--- config.mk ---
export PLATFORM = sky130hd
export DESIGN_NAME = quoted_string_unescaper_core
export DESIGN_NICKNAME = d
export VERILOG_FILES = /design/src/hdl/qsu_pkg.sv /design/src/hdl/quoted_string_unescaper_core.sv
export VERILOG_INCLUDE_DIRS = /design/src /design/src/hdl
export SDC_FILE = /design/constraint.sdc
export NUM_CORES = 1
export LEC_CHECK = 0
export BUFFER_PORTS_ARGS = -buffer_cell sky130_fd_sc_hd__buf_2
export CELL_PAD_IN_SITES_DETAIL_PLACEMENT = 2
export CELL_PAD_IN_SITES_GLOBAL_PLACEMENT = 2
export CORE_AREA = 2 2 68 96
export CTS_CLUSTER_SIZE = 14
export DETAILED_ROUTE_END_ITERATION = 8
export DIE_AREA = 0 0 70 98
export PLACE_DENSITY_LB_ADDON = 0.1
export SETUP_SLACK_MARGIN = 0.5
export SLEW_MARGIN = 20
export SYNTH_ARGS = -nofsm -noshare
export SYNTH_HDL_FRONTEND = slang
export SYNTH_SLANG_ARGS = --single-unit
--- constraint.sdc ---
create_clock -name i_clk -period 4.55 [get_ports i_clk]
set_input_delay 0 -clock i_clk [delete_from_list [all_inputs] [get_ports i_clk]]
set_output_delay 0 -clock i_clk [all_outputs]
set_load 0.03 [all_outputs]
--- src/hdl/quoted_string_unescaper_core_assert.svh ---
// Assertion macros shared by the RTL.
`ifndef QUOTED_STRING_UNESCAPER_CORE_ASSERT_SVH
`define QUOTED_STRING_UNESCAPER_CORE_ASSERT_SVH

// Clocked check, disabled while reset is held.
`define QSU_ASSERT(label, prop, msg) \
    label: assert property (@(posedge i_clk) disable iff (!i_rst_n) prop) \
        else $error(msg);

// Clocked check that also runs during reset.
`define QSU_ASSERT_ALWAYS(label, prop, msg) \
    label: assert property (@(posedge i_clk) prop) \
        else $error(msg);

`endif

--- src/hdl/qsu_pkg.sv ---
package qsu_pkg;

    typedef struct packed {
        logic [7:0] ch;
        logic       is_final;
    } t_in_word;

    typedef struct packed {
        logic [7:0] data_byte;
        logic       has_byte;
        logic       end_mark;
        logic       failed;
    } t_out_word;

    localparam int NIBBLE_W = 4;
    localparam int DIGIT_W  = 6;

    localparam logic [7:0] CH_BSLASH  = 8'h5C;
    localparam logic [7:0] CH_X       = 8'h78;
    localparam logic [7:0] CH_DOT     = 8'h2E;
    localparam logic [7:0] CH_ZERO    = 8'h30;
    localparam logic [7:0] CH_UPPER_A = 8'h41;
    localparam logic [7:0] CH_T       = 8'h74;
    localparam logic [7:0] CH_R       = 8'h72;
    localparam logic [7:0] CH_N       = 8'h6E;
    localparam logic [7:0] CH_DQUOTE  = 8'h22;
    localparam logic [7:0] CH_SQUOTE  = 8'h27;

    localparam logic [7:0] BYTE_TAB = 8'h09;
    localparam logic [7:0] BYTE_CR  = 8'h0D;
    localparam logic [7:0] BYTE_LF  = 8'h0A;

    localparam logic [7:0] NUM_DEC   = 8'd10;
    localparam logic [7:0] NUM_ALPHA = 8'd26;

endpackage

--- src/hdl/quoted_string_unescaper_core.sv ---
// Channel | Handshake                    | Word
// --------+------------------------------+---------------------------------
// input   | i_in_valid / o_in_ready      | i_in_word  (ch, is_final)
// output  | o_out_valid / i_out_ready    | o_out_word (data_byte, has_byte,
//         |                              |             end_mark, failed)
//
// One byte accepted per cycle while the output is not stalled; a result passes
// through the input register and then the output register. The decode between
// them is combinational and carries the phase / nibble / error state.
// Reset (i_rst_n low, synchronous) empties both registers and returns the
// decoder to waiting for an opening quote.
// A stalled output holds its word and the decode stage with it; once the
// input register is full, o_in_ready drops until the word is taken.
`include "quoted_string_unescaper_core_assert.svh"

module quoted_string_unescaper_core
    import qsu_pkg::*;
(
    input  logic      i_clk,
    input  logic      i_rst_n,
    input  logic      i_in_valid,
    output logic      o_in_ready,
    input  t_in_word  i_in_word,
    output logic      o_out_valid,
    input  logic      i_out_ready,
    output t_out_word o_out_word
);

    typedef enum logic [2:0] {
        PH_OPEN = 3'd0,
        PH_BODY = 3'd1,
        PH_ESC  = 3'd2,
        PH_HEX1 = 3'd3,
        PH_HEX2 = 3'd4
    } t_phase;

    t_phase                r_phase, n_phase;
    logic [NIBBLE_W-1:0]   r_hi, n_hi;
    logic                  r_err, n_err;

    logic                  r_in_valid;
    t_in_word              r_in_word;
    logic                  r_out_valid;
    t_out_word             r_out_word;

    logic                  s1_go;
    logic                  res_valid;
    t_out_word             res_word;

    logic [7:0]            off_num;
    logic [7:0]            off_alpha;
    logic                  is_num;
    logic                  is_alpha;
    logic                  dig_ok;
    logic [DIGIT_W-1:0]    dig_val;

    assign s1_go       = r_in_valid && (!r_out_valid || i_out_ready);
    assign o_in_ready  = !r_in_valid || s1_go;
    assign o_out_valid = r_out_valid;
    assign o_out_word  = r_out_word;

    // digit 0-9 -> 0..9, A-Z -> 10..35
    always_comb begin
        off_num   = r_in_word.ch - CH_ZERO;
        off_alpha = r_in_word.ch - CH_UPPER_A;
        is_num    = (r_in_word.ch >= CH_ZERO) && (off_num < NUM_DEC);
        is_alpha  = (r_in_word.ch >= CH_UPPER_A) && (off_alpha < NUM_ALPHA);
        dig_ok    = is_num || is_alpha;
        if (is_num) begin
            dig_val = off_num[DIGIT_W-1:0];
        end else begin
            dig_val = DIGIT_W'(off_alpha + NUM_DEC);
        end
    end

    always_comb begin
        n_phase   = r_phase;
        n_hi      = r_hi;
        n_err     = r_err;
        res_valid = 1'b0;
        res_word  = '0;
        if (r_in_word.is_final) begin
            res_valid         = 1'b1;
            res_word.end_mark = 1'b1;
            res_word.failed   = r_err || (r_phase == PH_ESC) ||
                                (r_phase == PH_HEX1) || (r_phase == PH_HEX2);
            n_phase = PH_OPEN;
            n_hi    = '0;
            n_err   = 1'b0;
        end else if (r_phase == PH_OPEN) begin
            n_phase = PH_BODY;
        end else if (!r_err) begin
            unique case (r_phase)
                PH_ESC: begin
                    n_phase = PH_BODY;
                    unique case (r_in_word.ch)
                        CH_T: begin
                            res_valid          = 1'b1;
                            res_word.has_byte  = 1'b1;
                            res_word.data_byte = BYTE_TAB;
                        end
                        CH_R: begin
                            res_valid          = 1'b1;
                            res_word.has_byte  = 1'b1;
                            res_word.data_byte = BYTE_CR;
                        end
                        CH_N: begin
                            res_valid          = 1'b1;
                            res_word.has_byte  = 1'b1;
                            res_word.data_byte = BYTE_LF;
                        end
                        CH_BSLASH, CH_DQUOTE, CH_SQUOTE: begin
                            res_valid          = 1'b1;
                            res_word.has_byte  = 1'b1;
                            res_word.data_byte = r_in_word.ch;
                        end
                        CH_X: begin
                            n_phase = PH_HEX1;
                        end
                        CH_DOT: begin
                            n_phase = PH_BODY;
                        end
                        default: begin
                            n_err = 1'b1;
                        end
                    endcase
                end
                PH_HEX1: begin
                    if (dig_ok) begin
                        n_hi    = dig_val[NIBBLE_W-1:0];
                        n_phase = PH_HEX2;
                    end else begin
                        n_err   = 1'b1;
                        n_phase = PH_BODY;
                    end
                end
                PH_HEX2: begin
                    n_phase = PH_BODY;
                    if (dig_ok) begin
                        // digit may exceed 15; its upper bits OR into the high nibble
                        res_valid          = 1'b1;
                        res_word.has_byte  = 1'b1;
                        res_word.data_byte = {r_hi, {NIBBLE_W{1'b0}}} |
                                             {2'b00, dig_val};
                        n_hi               = '0;
                    end else begin
                        n_err = 1'b1;
                    end
                end
                default: begin
                    if (r_in_word.ch == CH_BSLASH) begin
                        n_phase = PH_ESC;
                    end else begin
                        n_phase            = PH_BODY;
                        res_valid          = 1'b1;
                        res_word.has_byte  = 1'b1;
                        res_word.data_byte = r_in_word.ch;
                    end
                end
            endcase
        end
    end

    always_ff @(posedge i_clk) begin
        if (!i_rst_n) begin
            r_in_valid  <= 1'b0;
            r_out_valid <= 1'b0;
            r_phase     <= PH_OPEN;
            r_hi        <= '0;
            r_err       <= 1'b0;
        end else begin
            if (o_in_ready) begin
                r_in_valid <= i_in_valid;
            end
            if (s1_go) begin
                r_phase     <= n_phase;
                r_hi        <= n_hi;
                r_err       <= n_err;
                r_out_valid <= res_valid;
            end else if (i_out_ready) begin
                r_out_valid <= 1'b0;
            end
        end
    end

    always_ff @(posedge i_clk) begin
        if (o_in_ready && i_in_valid) begin
            r_in_word <= i_in_word;
        end
        if (s1_go && res_valid) begin
            r_out_word <= res_word;
        end
    end

    `QSU_ASSERT(a_failed_only_on_end,
        (o_out_valid && o_out_word.failed) |-> o_out_word.end_mark,
        "failed flag on a non-end word")
    `QSU_ASSERT(a_end_restarts,
        (s1_go && r_in_word.is_final) |=> (r_phase == PH_OPEN && !r_err),
        "state not cleared after closing quote")
    `QSU_ASSERT(a_err_sticky,
        (r_err && !(s1_go && r_in_word.is_final)) |=> r_err,
        "error flag dropped inside a string")
    `QSU_ASSERT_ALWAYS(a_no_byte_on_end,
        o_out_valid |-> !(o_out_word.has_byte && o_out_word.end_mark),
        "end word carries a data byte")

endmodule

=== Word-level counts from Yosys, hierarchy flattened ===
Index checks and enable logic that the tools add are counted.

* Word-level logic and storage cells: 93
* Register bits: 30
* Output and inout port bits: 13
* Bits of input ports: 13

* Bitwise logic cells: 1
* Muxes and demuxes: 34
* $add $sub $neg: 3
* Reduce and logical (&&, ||, !) cells: 24
* Equal/unequal tests: 16
* $lt $le $gt $ge: 4

{| class="wikitable"
|+ Operators with widths
! cell !! number
|-
| 8-bit by 7-bit equality test with 1-bit output (second input constant) || 5
|-
| 9-bit one-hot mux with 4 select lines || 1
|-
| 9-bit one-hot mux with 3 select lines || 1
|-
| 8-bit by 6-bit equality test with 1-bit output (second input constant) || 3
|-
| 4-bit two-way mux || 5
|-
| 9-bit two-way mux || 2
|-
| 1-bit two-way mux || 13
|-
| 3-bit two-way mux || 4
|-
| 3-bit one-hot mux with 3 select lines || 1
|-
| 8-bit by 6-bit >= comparator with 1-bit output (second input constant) || 1
|-
| 8-bit by 7-bit >= comparator with 1-bit output (second input constant) || 1
|-
| 8-bit by 4-bit less-than comparator with 1-bit output (second input constant) || 1
|-
| 8-bit by 5-bit less-than comparator with 1-bit output (second input constant) || 1
|-
| 8-bit by 6-bit OR with 8-bit output || 1
|-
| 4-bit one-hot mux with 2 select lines || 1
|-
| 8-bit OR reduction || 1
|-
| 8-bit by 6-bit subtractor with 8-bit output (second input constant) || 1
|-
| 8-bit by 7-bit subtractor with 8-bit output (second input constant) || 1
|-
| 6-bit by 4-bit adder with 6-bit output (second input constant) || 1
|-
| 3-bit by 2-bit equality test with 1-bit output (second input constant) || 2
|-
| 1-bit logical OR || 6
|-
| 2-bit two-way mux || 3
|-
| 6-bit two-way mux || 1
|-
| 3-bit != test (second input constant) || 2
|-
| other kinds (16) || 23
|}

=== Longest topological paths before layout ===
Gate-level depths: netlist (run 1).

* Word-level depth: 10
* Gate-level depth with buffers: 11
* Depth with buffers taken out: 10

=== Worst setup path after synthesis (run 1) ===
Ideal clock, no wire load.

* Path kind: flip-flop to flip-flop
* Start: reg r_in_word[5] in the netlist's numbering
* End: reg r_out_word (netlist bit o_out_word[0]), enable pin
* Library setup time: 389 ps
* Buffers on the path: 1
* Clock period less this slack: 3253 ps
* Cell stages (with the launch flop): 10
* Required time: 4161 ps
* Data arrival time: 2865 ps
* Path slack: 1297 ps
* Path through: edfxtp_1 buf_2 inv_1 ha_1 and4bb_1 nor4_4 o211ai_4 o31ai_4 nor3_4 o41ai_2

* Word-level cells in the longest chain between the ends: 10
* Elaborated cells between the ends (all ways): 24
* Those cells by class: add/sub (2); order compare (4); eq/ne (6); mux (7); reduce/logical (5)

{| class="wikitable"
|+ RTL lines
! what !! line !! text
|-
| start, declared || quoted_string_unescaper_core.sv:42 || <nowiki>t_in_word r_in_word;</nowiki>
|-
| start signal, assigned || quoted_string_unescaper_core.sv:188 || <nowiki>r_in_word <= i_in_word;</nowiki>
|-
| 8-bit by 6-bit subtractor with 8-bit output or 8-bit by 7-bit subtractor with 8-bit output (tied branches) || quoted_string_unescaper_core.sv:64, quoted_string_unescaper_core.sv:65 ||
|-
| 8-bit by 4-bit less-than comparator with 1-bit output or 8-bit by 5-bit less-than comparator with 1-bit output (tied branches) || quoted_string_unescaper_core.sv:66, quoted_string_unescaper_core.sv:67 ||
|-
| 1-bit logical AND, on equally long branches || quoted_string_unescaper_core.sv:66, quoted_string_unescaper_core.sv:67 ||
|-
| 1-bit logical OR || quoted_string_unescaper_core.sv:68 || <nowiki>dig_ok = is_num || is_alpha;</nowiki>
|-
| 1-bit two-way mux || quoted_string_unescaper_core.sv:139 || <nowiki>if (dig_ok) begin</nowiki>
|-
| 1-bit one-hot mux with 3 select lines * || quoted_string_unescaper_core.sv:93 || <nowiki>unique case (r_phase)</nowiki>
|-
| 1-bit two-way mux * || quoted_string_unescaper_core.sv:92 || <nowiki>end else if (!r_err) begin</nowiki>
|-
| 1-bit two-way mux * || quoted_string_unescaper_core.sv:90 || <nowiki>end else if (r_phase == PH_OPEN) begin</nowiki>
|-
| 1-bit two-way mux * || quoted_string_unescaper_core.sv:82 || <nowiki>if (r_in_word.is_final) begin</nowiki>
|-
| 1-bit logical AND * || quoted_string_unescaper_core.sv:190 || <nowiki>if (s1_go && res_valid) begin</nowiki>
|-
| end signal, assigned || quoted_string_unescaper_core.sv:191 || <nowiki>r_out_word <= res_word;</nowiki>
|-
| end, declared || quoted_string_unescaper_core.sv:44 || <nowiki>t_out_word r_out_word;</nowiki>
|}

Every way passes the cells marked *; elsewhere a longest branch is shown, timed or not.
A chain may end at the register's enable or synchronous reset.

=== Worst setup path after layout (run 1) ===
* Start: reg r_in_word[5] in the netlist's numbering
* End: reg r_out_word (netlist bit o_out_word[7]), enable pin

The elaborated chain is that of the path after synthesis.

==> reports/metrics.yaml, run 1 <==
clocking:
  clk_latency_ns: 0.28
  ctsResizeCount: 0
  post_cts_buffers: 0
  cts-root-buf: "clkbuf_8"
  cts_buffer_depth: 2
  cts_sinks: 30
  htree_levels: 2
  cts_tree: "yes"
  clkSlewWorstSetupHoldPaths_ns: 0.07
  numCtsBuffers: 5
floorplan:
  io_pins: 26
  die_area_um2: 6860
  die_w_um: 70
  die_h_um: 98
  row_count: 34
  coreArea_um2: 6040
  floorplan.initialDensity: 0.358
yosys:
  synth_nets: 246
  synthFlopType: "edfxtp_1"
  synthTopCellsByArea: "edfxtp_1 28%, dfxtp_1 9.2%, ha_1 6.4%"
  yosysTopAreaCellShare: 0.277
  yosysMostFrequentCell: "edfxtp_1"
  ys_seq_area_frac: 0.370
  yosys.cell_types.count: 56
  syn_area_per_cell_um2: 9.75
  synth.yosys.warnings: 0
  synthTopCellsByCount: "20 x edfxtp_1, 17 x nor2_1, 14 x nor2b_1"
  yosysTopAreaCell: "edfxtp_1"
  synth-edff-count: 20
  synth_seq_cells: 30
  async_flop_share: 0
  synthCells: 222
  syn_area_um2: 2160
pwr:
  ir_drop_mv: 0.145
  p_leak_uw: 0.000931
  power_uw: 668
  power_density_nw_per_um2: 267
route:
  drt_wl_total_um: 6440
  via_per_inst: 5.75
  drtIter0Drc: 83
  post_drt_wl_per_cell_um: 19.9
  drc: 0
  vias: 1864
  first_pass_iters: 4
  antenna_left: 0
critical_path:
  crit_fanout: 16
  reg2reg_from: "r_in_word[5]$_DFFE_PP_"
  cp.required_ns: 4.53
  crit_start: "r_in_word[5]$_DFFE_PP_"
  reg2regPathDepth: 9
  path_class: "flop to flop"
  end_kind: "flop"
  cp.arrival_ns: 3.22
  start_kind: "flop"
sta:
  clock.fmax_ghz: 0.309
  period_minus_slack_ns: 3.24
  fin_setup_tns_ns: 0
  worst_pin_slew_ns: 0.757
  setup_viol_count_final: 0
  skew_ns: 0.00954
  fin_crit_sh: 0.711
  slew_viol_final: 0
  rsz0062_at_grt: "false"
  max_slew_margin: 0.491
  hold_viol: 0
layout:
  multi_input_area_um2: 1240
  postLayoutCoreUtil: 0.413
  nFillCells: 677
  area_growth_pct: 15.4
  diodes: 0
  final_layout_size_suffix_gt1_frac: 0.183
  nNetsFinal: 275
  regArea_um2: 801
  fin_cells: 324
global_route:
  antenna_found_initial: 0
  grt_overflow: 0
  track_usage: 0.198
  grt_pass1_vias: 2031
  grt_max_degree: 20
  grt_first_pass_wirelength_um: 10600
min_path:
  min_from: "i_rst_n"
  hp-class: "input pin to flop"
  hold_depth: 2
place:
  dp_cells: 306
  dp_hpwl_um: 4910
  portBuffers: 25
  gp_congestion: 0.762
run_status:
  status: "finished clean"
flow_run:
  drv_cap: 0
==> registers in the layout (all words and copies together) (netlist names) <==
register / cells
r_in_word: 9
r_phase: 3
o_out_word: 11
r_in_valid: 1
r_err: 1
o_out_valid: 1
r_hi: 4
==> layout by cell type, fill, tap and decap left out, types with 3 or more instances in the layout <==
cell and n:
nand3_1 7, edfxtp_1 20, dfxtp_1 10, clkbuf_8 6, dlygate4sd3_1 10, nand2_1 8, nor2_1 17, inv_1 10
nor2b_1 14, o21ai_0 13, o31ai_4 3, a22oi_1 4, o211ai_1 3, nand2b_1 3, mux2i_1 5, buf_2 25
ha_1 11, xnor2_1 4, and3_1 4, a31oi_1 4, nor3_1 6, a21oi_1 13, and2_1 3
==> where the power goes <==
| group | leakage [µW] | internal, µW | switching (µW) |
|---|---|---|---|
| clock network | 0.0000482 | 122 | 105 |
| registers | 0.000267 | 304 | 19.8 |
| logic | 0.000616 | 48.1 | 69.1 |
| total | 0.000931 | 474 | 194 |
==> cells by family after synthesis <==
family | share of synthesized area
AND/OR/NAND/NOR | 0.229
AO/OA/AOI/OAI | 0.228
flip-flops | 0.370
buffers and inverters | 0.0549
adder cells (fa/ha/maj) | 0.0636
multiplexers | 0.0335
XOR/XNOR | 0.0202
==> critical path, stage by stage (launching register included) <==
cell	delay, ns
edfxtp_1	0.72
inv_1	0.20
ha_1	0.25
and4bb_1	0.23
nor4_4	0.27
o211ai_4	0.16
o31ai_4	0.46
nor3_4	0.11
o41ai_2	0.29
buf_4	0.24
==> cell type report <==
type	count	share of cell area
Clock buffer	7	0.0346
Multi-Input combinational cell	168	0.498
Tap cell	72	0.0361
Inverter	10	0.0150
Clock inverter	1	0.00200
Sequential cell	30	0.321
Timing Repair Buffer	36	0.0932
==> metrics by stage <==
stage / instance area [µm²] / hold slack (ns) / setup slack [ns]
final: 2500 / 0.0813 / 1.31
after global routing: 2500 / 0.0878 / 1.04
after CTS: 2500 / 0.0772 / 1.28
after detailed placement: 2310 / 0.178 / 1.31
after global placement: 2310 / 0.176 / 1.42
after floorplan: 2160 / 0.0989 / 1.30
==> per-layer routing <==
layer | routed length, µm | global-route usage | vias up
li1 | - | - | 884
met1 | 2590 | 0.215 | 931
met2 | 3530 | 0.379 | 37
met3 | 161 | 0.0299 | 12
met4 | 165 | 0.0740 | 0
met5 | 0 | 0 | -
==> worst paths after layout <==
path / end / slack (ns)
min: r_err$_SDFFE_PN0P_ / 0.08
max reg2reg: o_out_word[7]$_SDFFCE_PP0P_ / 1.31
max: o_out_word[7]$_SDFFCE_PP0P_ / 1.31
min reg2reg: r_hi[1]$_SDFFE_PN0P_ / 0.54
==> timing repair <==
item,CTS,global route
hold buffers,10,0
hold endpoints to repair,10,0
endpoints found under the setup margin,0,0
No activity file was read; power rests on OpenSTA's default activity.
==> run 2, diff against run 1 <==
--- a/config.mk
+++ b/config.mk
@@ -6,13 +6,14 @@
 export SDC_FILE = /design/constraint.sdc
 export NUM_CORES = 1
 export LEC_CHECK = 0
+export ABC_AREA = 1
 export BUFFER_PORTS_ARGS = -buffer_cell sky130_fd_sc_hd__buf_2
 export CELL_PAD_IN_SITES_DETAIL_PLACEMENT = 2
 export CELL_PAD_IN_SITES_GLOBAL_PLACEMENT = 2
-export CORE_AREA = 2 2 68 96
+export CORE_AREA = 2 2 67 95
 export CTS_CLUSTER_SIZE = 14
 export DETAILED_ROUTE_END_ITERATION = 8
-export DIE_AREA = 0 0 70 98
+export DIE_AREA = 0 0 69 97
 export PLACE_DENSITY_LB_ADDON = 0.1
 export SETUP_SLACK_MARGIN = 0.5
 export SLEW_MARGIN = 20
==> constraint.sdc (replaced) <==
create_clock -name i_clk -period 3 [get_ports i_clk]
set_input_delay 0 -clock i_clk [delete_from_list [all_inputs] [get_ports i_clk]]
set_output_delay 0 -clock i_clk [all_outputs]
set_load 0.03 [all_outputs]
==> run 2 against run 1 <==
Effect of this change:
- synthesized cell count grew 8.1%
- via count shrank 3.6%
- fmax grew 43%
- combinational power grew 39%
- cell count grew 8.6%
- critical endpoint unchanged
- design area shrank 6.4%
- sequential cell count is the same
==> reports/metrics.yaml, run 2 <==
yosys:
  async_flop_share: 0  # unchanged
  synthCells: 240  # +8.1%
  synth.yosys.warnings: 0  # unchanged
  synthTopCellsByCount: "64 x nand2_1, 31 x inv_1, 25 x nand3_1"
  synth-edff-count: 20  # unchanged
  synthTopCellsByArea: "edfxtp_1 31%, nand2_1 12%, dfxtp_1 10%"
  syn_area_um2: 1940  # -10%
  yosysTopAreaCellShare: 0.309  # +0.0316
  synth_seq_cells: 30  # unchanged
  yosys.cell_types.count: 33  # -41%
  syn_area_per_cell_um2: 8.10  # -17%
  synth_nets: 264  # +7.3%
  yosysMostFrequentCell: "nand2_1"
  synthFlopType: "edfxtp_1"
  yosysTopAreaCell: "edfxtp_1"
  ys_seq_area_frac: 0.412  # +0.0422
sta:
  worst_pin_slew_ns: 0.615  # -0.142 ns
  skew_ns: 0.00701  # -0.00254 ns
  hold_viol: 0  # unchanged
  fin_crit_sh: 0.752  # +0.0412
  fin_setup_tns_ns: 0  # unchanged
  worst_slack_ns: 0.743  # -0.571 ns
  setup_viol_count_final: 0  # unchanged
  period_minus_slack_ns: 2.26  # -0.979 ns
  rsz0062_at_grt: "false"
  max_slew_margin: 0.590  # +0.0987
  slew_viol_final: 0  # unchanged
  clock.fmax_ghz: 0.443  # +43%
run_status:
  status: "finished clean"
floorplan:
  die_h_um: 97  # -1.0%
  floorplan.initialDensity: 0.336  # -0.0222
  coreArea_um2: 5780  # -4.3%
  io_pins: 26  # unchanged
  die_w_um: 69  # -1.4%
  die_area_um2: 6690  # -2.4%
  row_count: 33  # -2.9%
global_route:
  grt_first_pass_wirelength_um: 10100  # -4.9%
  global_route.usage.met1: 0.209  # -0.00627
  grt_pass1_vias: 1971  # -3.0%
  antenna_found_initial: 0  # unchanged
  grt_max_degree: 12  # -40%
  grtUsageMet2: 0.371  # -0.00745
  grt-busiest-layer: "met2"
  grt_util_met3: 0.0198  # -0.0101
  track_usage: 0.192  # -0.00585
  grt_overflow: 0  # unchanged
clocking:
  cts_tree: "yes"
  clk_latency_ns: 0.28  # about the same
  cts_buffer_depth: 2  # unchanged
  cts-root-buf: "clkbuf_8"
  numCtsBuffers: 5  # unchanged
  htree_levels: 2  # unchanged
  clkSlewWorstSetupHoldPaths_ns: 0.07  # about the same
  cts_sinks: 30  # unchanged
route:
  antenna_left: 0  # unchanged
  via_per_inst: 5.10  # -11%
  vias: 1796  # -3.6%
  post_drt_wl_per_cell_um: 17.4  # -13%
  drtIter0Drc: 33  # -60%
  first_pass_iters: 4  # unchanged
  drt_wl_total_um: 6110  # -5.1%
  drc: 0  # unchanged
flow_run:
  drv_cap: 0  # unchanged
pwr:
  power_density_nw_per_um2: 407  # +52%
  ir_drop_mv: 0.256  # +77%
  p_leak_uw: 0.00106  # +14%
place:
  placed_area_um2: 2120  # -8.0%
  place_ws_ns: 0.389  # -0.917 ns
  gp_congestion: 0.778  # +2.1%
  dp_hpwl_um: 4840  # -1.4%
  portBuffers: 25  # unchanged
min_path:
  min_from: "i_out_ready"
  min_to: "r_in_valid$_SDFFE_PN0N_"
  hp-class: "input pin to flop"
  hold_depth: 4  # +2
critical_path:
  reg2reg_slack_ns: 0.74  # -0.57 ns
  path_class: "flop to flop"
  start_kind: "flop"
  cp.required_ns: 2.98  # -1.55 ns
  reg2regPathDepth: 9  # unchanged
  crit_fanout: 11  # -5
  reg2reg_from: "r_in_word[3]$_DFFE_PP_"
  r2r_end: "o_out_word[7]$_SDFFCE_PP0P_"
  cp.arrival_ns: 2.24  # -0.98 ns
  end_kind: "flop"
layout:
  diodes: 0  # unchanged
  largest_reg_flops: 11  # unchanged
  final_layout_size_suffix_gt1_frac: 0.206  # +0.0231
  finalInstanceArea_um2: 2340  # -6.4%
  final_cell_mix: "63 x nand2_1, 30 x inv_1, 25 x nand3_1, 25 x buf_2, 21 x a21oi_1"
  nNetsFinal: 305  # +11%
  area_growth_pct: 20.3
  nFillCells: 692  # +2.2%
  final_common_cell: "nand2_1"
## run 2: cell count changes after synthesis, sizes merged, moves of 4 or more
| cell | change |
|---|---|
| a21oi | +7 |
| and3 | -4 |
| buf | -5 |
| clkbuf | -6 |
| inv | +22 |
| mux2i | -5 |
| nand2 | +63 |
| nand3 | +20 |
| nor2b | -14 |
| o21ai | -9 |
| o31ai | -4 |
## run 2: final cells by class
class / instances / area, µm² / area share
clock buffer: 5 / 68.8 / 0.0294
clock inverter: 3 / 16.3 / 0.00696
multi-input combinational: 174 / 998 / 0.427
sequential: 30 / 801 / 0.343
timing repair buffer: 37 / 240 / 0.103
inverter: 33 / 125 / 0.0535
tap: 70 / 87.6 / 0.0375
## run 2: logic make-up after synthesis
kind of cell | after synthesis | synth area share
DFF | 30 | 0.412
buffers and inverters | 36 | 0.0818
and+or+nand+nor | 126 | 0.321
AOI/OAI and AO/OA | 34 | 0.100
xor gates and xnor gates | 3 | 0.0135
adders and majority gates | 11 | 0.0708
## run 2: stage by stage
| stage | hold slack, ns | cells | power (µW) | utilization |
|---|---|---|---|---|
| after floorplan | 0.0976 | 240 | 589 | - |
| after global placement | 0.178 | 332 | 635 | 0.367 |
| after detailed placement | 0.179 | 332 | 640 | 0.367 |
| after CTS | 0.0485 | 350 | 966 | 0.400 |
| after global routing | 0.0667 | 352 | 1000 | 0.404 |
| final | 0.0553 | 352 | 952 | 0.404 |
## run 2: repair_timing
action | 4_1_cts | 5_1_grt
setup endpoints to repair | 11 | 14
resized for setup | 1 | 3
hold buffers | 10 | 0
buffers inserted | 0 | 2
pin swaps | 0 | 0
hold endpoints to repair | 11 | 0
cloned | 0 | 0
## run 2: power breakdown
part           switching [µW]  total (µW)  internal [µW]
clock                     150         309            158
sequential               21.5         481            459
combinational             105         163           57.1
total                     277         952            675
## run 2: layer usage
layer / up-vias / wire length (µm)
met5: - / 0
met4: 0 / 131
met3: 10 / 100
met2: 23 / 3550
met1: 886 / 2320
li1: 877 / -
## run 2: worst max-delay path by stage
stage                                 from                     endpoint  cells after the start
floorplan           r_in_word[2]$_DFFE_PP_  o_out_word[0]$_SDFFCE_PN0P_                     11
global placement    r_in_word[2]$_DFFE_PP_  o_out_word[4]$_SDFFCE_PP0P_                     11
detailed placement  r_in_word[2]$_DFFE_PP_  o_out_word[9]$_SDFFCE_PP0P_                     11
CTS                 r_in_word[2]$_DFFE_PP_  o_out_word[9]$_SDFFCE_PP0P_                     11
global route        r_in_word[5]$_DFFE_PP_  o_out_word[6]$_SDFFCE_PP0P_                     12
finish              r_in_word[3]$_DFFE_PP_  o_out_word[7]$_SDFFCE_PP0P_                      9
## run 2: worst max-delay path, cell delays in order, from the launching register on
cell	delay, ns
edfxtp_1	0.65
nor2_8	0.23
nor2_2	0.06
nor3_4	0.19
nand2_2	0.24
nand2_4	0.17
nand2_2	0.08
nand2_1	0.06
nand2_1	0.11
nand2_4	0.17
==> run 3, diff against run 2 <==
--- a/config.mk
+++ b/config.mk
@@ -6,14 +6,14 @@
 export SDC_FILE = /design/constraint.sdc
 export NUM_CORES = 1
 export LEC_CHECK = 0
-export ABC_AREA = 1
+export ABC_AREA = 0
 export BUFFER_PORTS_ARGS = -buffer_cell sky130_fd_sc_hd__buf_2
 export CELL_PAD_IN_SITES_DETAIL_PLACEMENT = 2
 export CELL_PAD_IN_SITES_GLOBAL_PLACEMENT = 2
-export CORE_AREA = 2 2 67 95
+export CORE_AREA = 2 2 72 101
 export CTS_CLUSTER_SIZE = 14
 export DETAILED_ROUTE_END_ITERATION = 8
-export DIE_AREA = 0 0 69 97
+export DIE_AREA = 0 0 74 103
 export PLACE_DENSITY_LB_ADDON = 0.1
 export SETUP_SLACK_MARGIN = 0.5
 export SLEW_MARGIN = 20
==> constraint.sdc (replaced) <==
create_clock -name i_clk -period 1.8 [get_ports i_clk]
set_input_delay 0 -clock i_clk [delete_from_list [all_inputs] [get_ports i_clk]]
set_output_delay 0 -clock i_clk [all_outputs]
set_load 0.03 [all_outputs]
==> run 3 against run 2 <==
Effect of this change:
- the run now ends with negative setup slack left
- clock skew grew 0.0052 ns
- combinational power grew to 3.8 times the previous value
- first-iteration DRC count grew to 3.6 times the previous value
- register-to-register slack lost 1.6 ns
- non-clock buffer count grew 95
- via count grew 34%
- fmax shrank 17%
- global-route usage grew 8.7 points
- design area grew 59%
- critical path type unchanged
- largest cell class unchanged
==> reports/metrics.yaml, run 3 (synthesized netlist as in run 1, its figures left out) <==
sta:
  hold_ws_ns: 0.0972  # +0.0418 ns
  skew_ns: 0.0122  # +0.00522 ns
  fin_crit_sh: 1.50  # +0.750
  hold_viol: 0  # unchanged
  clock.fmax_ghz: 0.370  # -17%
  slew_viol_final: 0  # unchanged
  max_slew_margin: 0.693  # +0.103
  period_minus_slack_ns: 2.70  # +0.448 ns
  worst_pin_slew_ns: 0.457  # -0.158 ns
  rsz0062_at_grt: "true"
  setup_viol_count_final: 29  # +29
  worst_slack_ns: -0.905  # -1.65 ns
layout:
  largest_reg_flops: 11  # unchanged
  area_growth_pct: 71.4
  diodes: 0  # unchanged
  final_layout_size_suffix_gt1_frac: 0.569  # +0.363
  nFillCells: 674  # -2.6%
  final_cell_mix: "73 x buf_4, 25 x buf_2, 20 x edfxtp_1, 19 x buf_6, 14 x nor2_1"
  nNetsFinal: 371  # +22%
  final_common_cell: "buf_4"
flow_run:
  drv_cap: 0  # unchanged
place:
  gp_congestion: 0.776  # -0.21%
  portBuffers: 25  # unchanged
  dp_hpwl_um: 6290  # +30%
critical_path:
  r2r_end: "o_out_word[8]$_SDFFCE_PP0P_"
  cp_cell_sequence: "inv_2 -> ha_4 -> buf_6 -> and3b_1 -> o31ai_2 -> a21oi_2 -> o31ai_4 -> nor3_4 -> o41ai_4 -> buf_4 -> buf_12"
  path_class: "flop to flop"
  slowest_delay_ns: 0.43  # -0.22 ns
  cp.arrival_ns: 2.72  # +0.48 ns
  reg2reg_slack_ns: -0.90  # -1.65 ns
  reg2reg_from: "r_in_word[2]$_DFFE_PP_"
  crit_fanout: 6  # -5
  reg2regPathDepth: 11  # +2
  end_kind: "flop"
  start_kind: "flop"
  cp.required_ns: 1.82  # -1.16 ns
  cp_top_family: "compound AO/OA/AOI/OAI gates"
  worst_path_max_delay_cell: "edfxtp_1"
  path_buf_inv: 4  # +4
global_route:
  grt_overflow: 0  # unchanged
  track_usage: 0.279  # +0.0866
  antenna_found_initial: 0  # unchanged
  grt_first_pass_wirelength_um: 14900  # +47%
  grt_pass1_vias: 2713  # +38%
  grt_max_degree: 16  # +4
clocking:
  numCtsBuffers: 5  # unchanged
  clk_latency_ns: 0.30  # +0.02 ns
  cts-root-buf: "clkbuf_8"
  cts_buffer_depth: 2  # unchanged
  cts_sinks: 30  # unchanged
  htree_levels: 2  # unchanged
  clkSlewWorstSetupHoldPaths_ns: 0.08  # about the same
  cts_tree: "yes"
route:
  via_per_inst: 5.44  # +6.6%
  post_drt_wl_per_cell_um: 25.5  # +47%
  drtIter0Drc: 118  # +260%
  first_pass_iters: 4  # unchanged
  drc: 0  # unchanged
  vias: 2410  # +34%
  antenna_left: 0  # unchanged
  drt_wl_total_um: 11300  # +85%
floorplan:
  coreArea_um2: 6800  # +18%
  io_pins: 26  # unchanged
  floorplan.initialDensity: 0.318  # -0.0179
  die_w_um: 74  # +7.2%
  die_h_um: 103  # +6.2%
  row_count: 36  # +9.1%
  die_area_um2: 7620  # +14%
pwr:
  ir_drop_mv: 0.382  # +49%
  p_leak_uw: 0.00146  # +38%
  power_uw: 1980  # +110%
  power_density_nw_per_um2: 535  # +31%
min_path:
  hp-class: "input pin to flop"
  min_to: "r_in_valid$_SDFFE_PN0N_"
  hold_depth: 2  # -2
  min_from: "i_rst_n"
run_status:
  violations: "negative setup slack"
  status: "finished, violations left"
run 3: worst max path at each step:
stage                                 from                     endpoint  slack [ns]  cells past startpoint
floorplan           r_in_word[5]$_DFFE_PP_  o_out_word[0]$_SDFFCE_PN0P_       -1.15                      9
global placement    r_in_word[2]$_DFFE_PP_      o_out_word[1]$_DFFE_PP_       -0.69                      9
detailed placement  r_in_word[1]$_DFFE_PP_  o_out_word[9]$_SDFFCE_PP0P_       -0.77                      9
CTS                 r_in_word[5]$_DFFE_PP_  o_out_word[0]$_SDFFCE_PN0P_       -0.74                      9
global route        r_in_word[2]$_DFFE_PP_  o_out_word[3]$_SDFFCE_PP0P_       -1.03                     11
finish              r_in_word[2]$_DFFE_PP_  o_out_word[8]$_SDFFCE_PP0P_       -0.90                     11
run 3: routing by layer:
metal,vias up,track usage,share of wire
met5,-,0,0
met1,1226,0.256,0.35
met4,0,0.129,0.047
li1,1082,-,-
met3,32,0.0381,0.026
met2,70,0.576,0.58
run 3: through the flow:
step	std cells	cell area [µm²]	setup TNS, ns	worst slack (ns)	utilization
2_1_floorplan	222	2230	-18.36	-1.15	-
3_3_place_gp	395	2900	-15.28	-0.687	0.426
3_5_place_dp	395	2900	-16.91	-0.771	0.426
5_1_grt	443	3710	-24.20	-1.03	0.546
6_report	443	3710	-21.18	-0.905	0.546
4_1_cts	434	3410	-16.06	-0.741	0.502
run 3: what timing repair did:
action | CTS | global route
cloned | 1 | 0
hold endpoints to repair | 10 | 0
hold buffers | 10 | 0
endpoints found under the setup margin | 30 | 30
pin swaps | 18 | 12
setup buffers | 20 | 9
gates resized for setup | 34 | 52
run 3: cell type report:
class | count | area, µm² | share of cell area
tap | 95 | 119 | 0.0320
clock inverter | 3 | 16.3 | 0.00438
sequential | 30 | 802 | 0.216
inverter | 10 | 40.0 | 0.0108
multi-input combinational | 168 | 1580 | 0.425
timing repair buffer | 132 | 1090 | 0.293
clock buffer | 5 | 68.8 | 0.0185
run 3: worst register-to-register path: cells and delay by family, from the launching register on:
family                   cells  cell delay, ns
flip-flops                   1            0.43
AND/OR/NAND/NOR              2            0.25
AO/OA/AOI/OAI                4            1.04
adder cells (fa/ha/maj)      1            0.17
buffers and inverters        4            0.53
run 3: power breakdown:
part           leakage (µW)  internal (µW)  switching [µW]  total, µW
clock network     0.0000416            265             303        568
logic               0.00115            293             323        617
registers          0.000267            768            30.6        799
total               0.00146           1330             657       1980
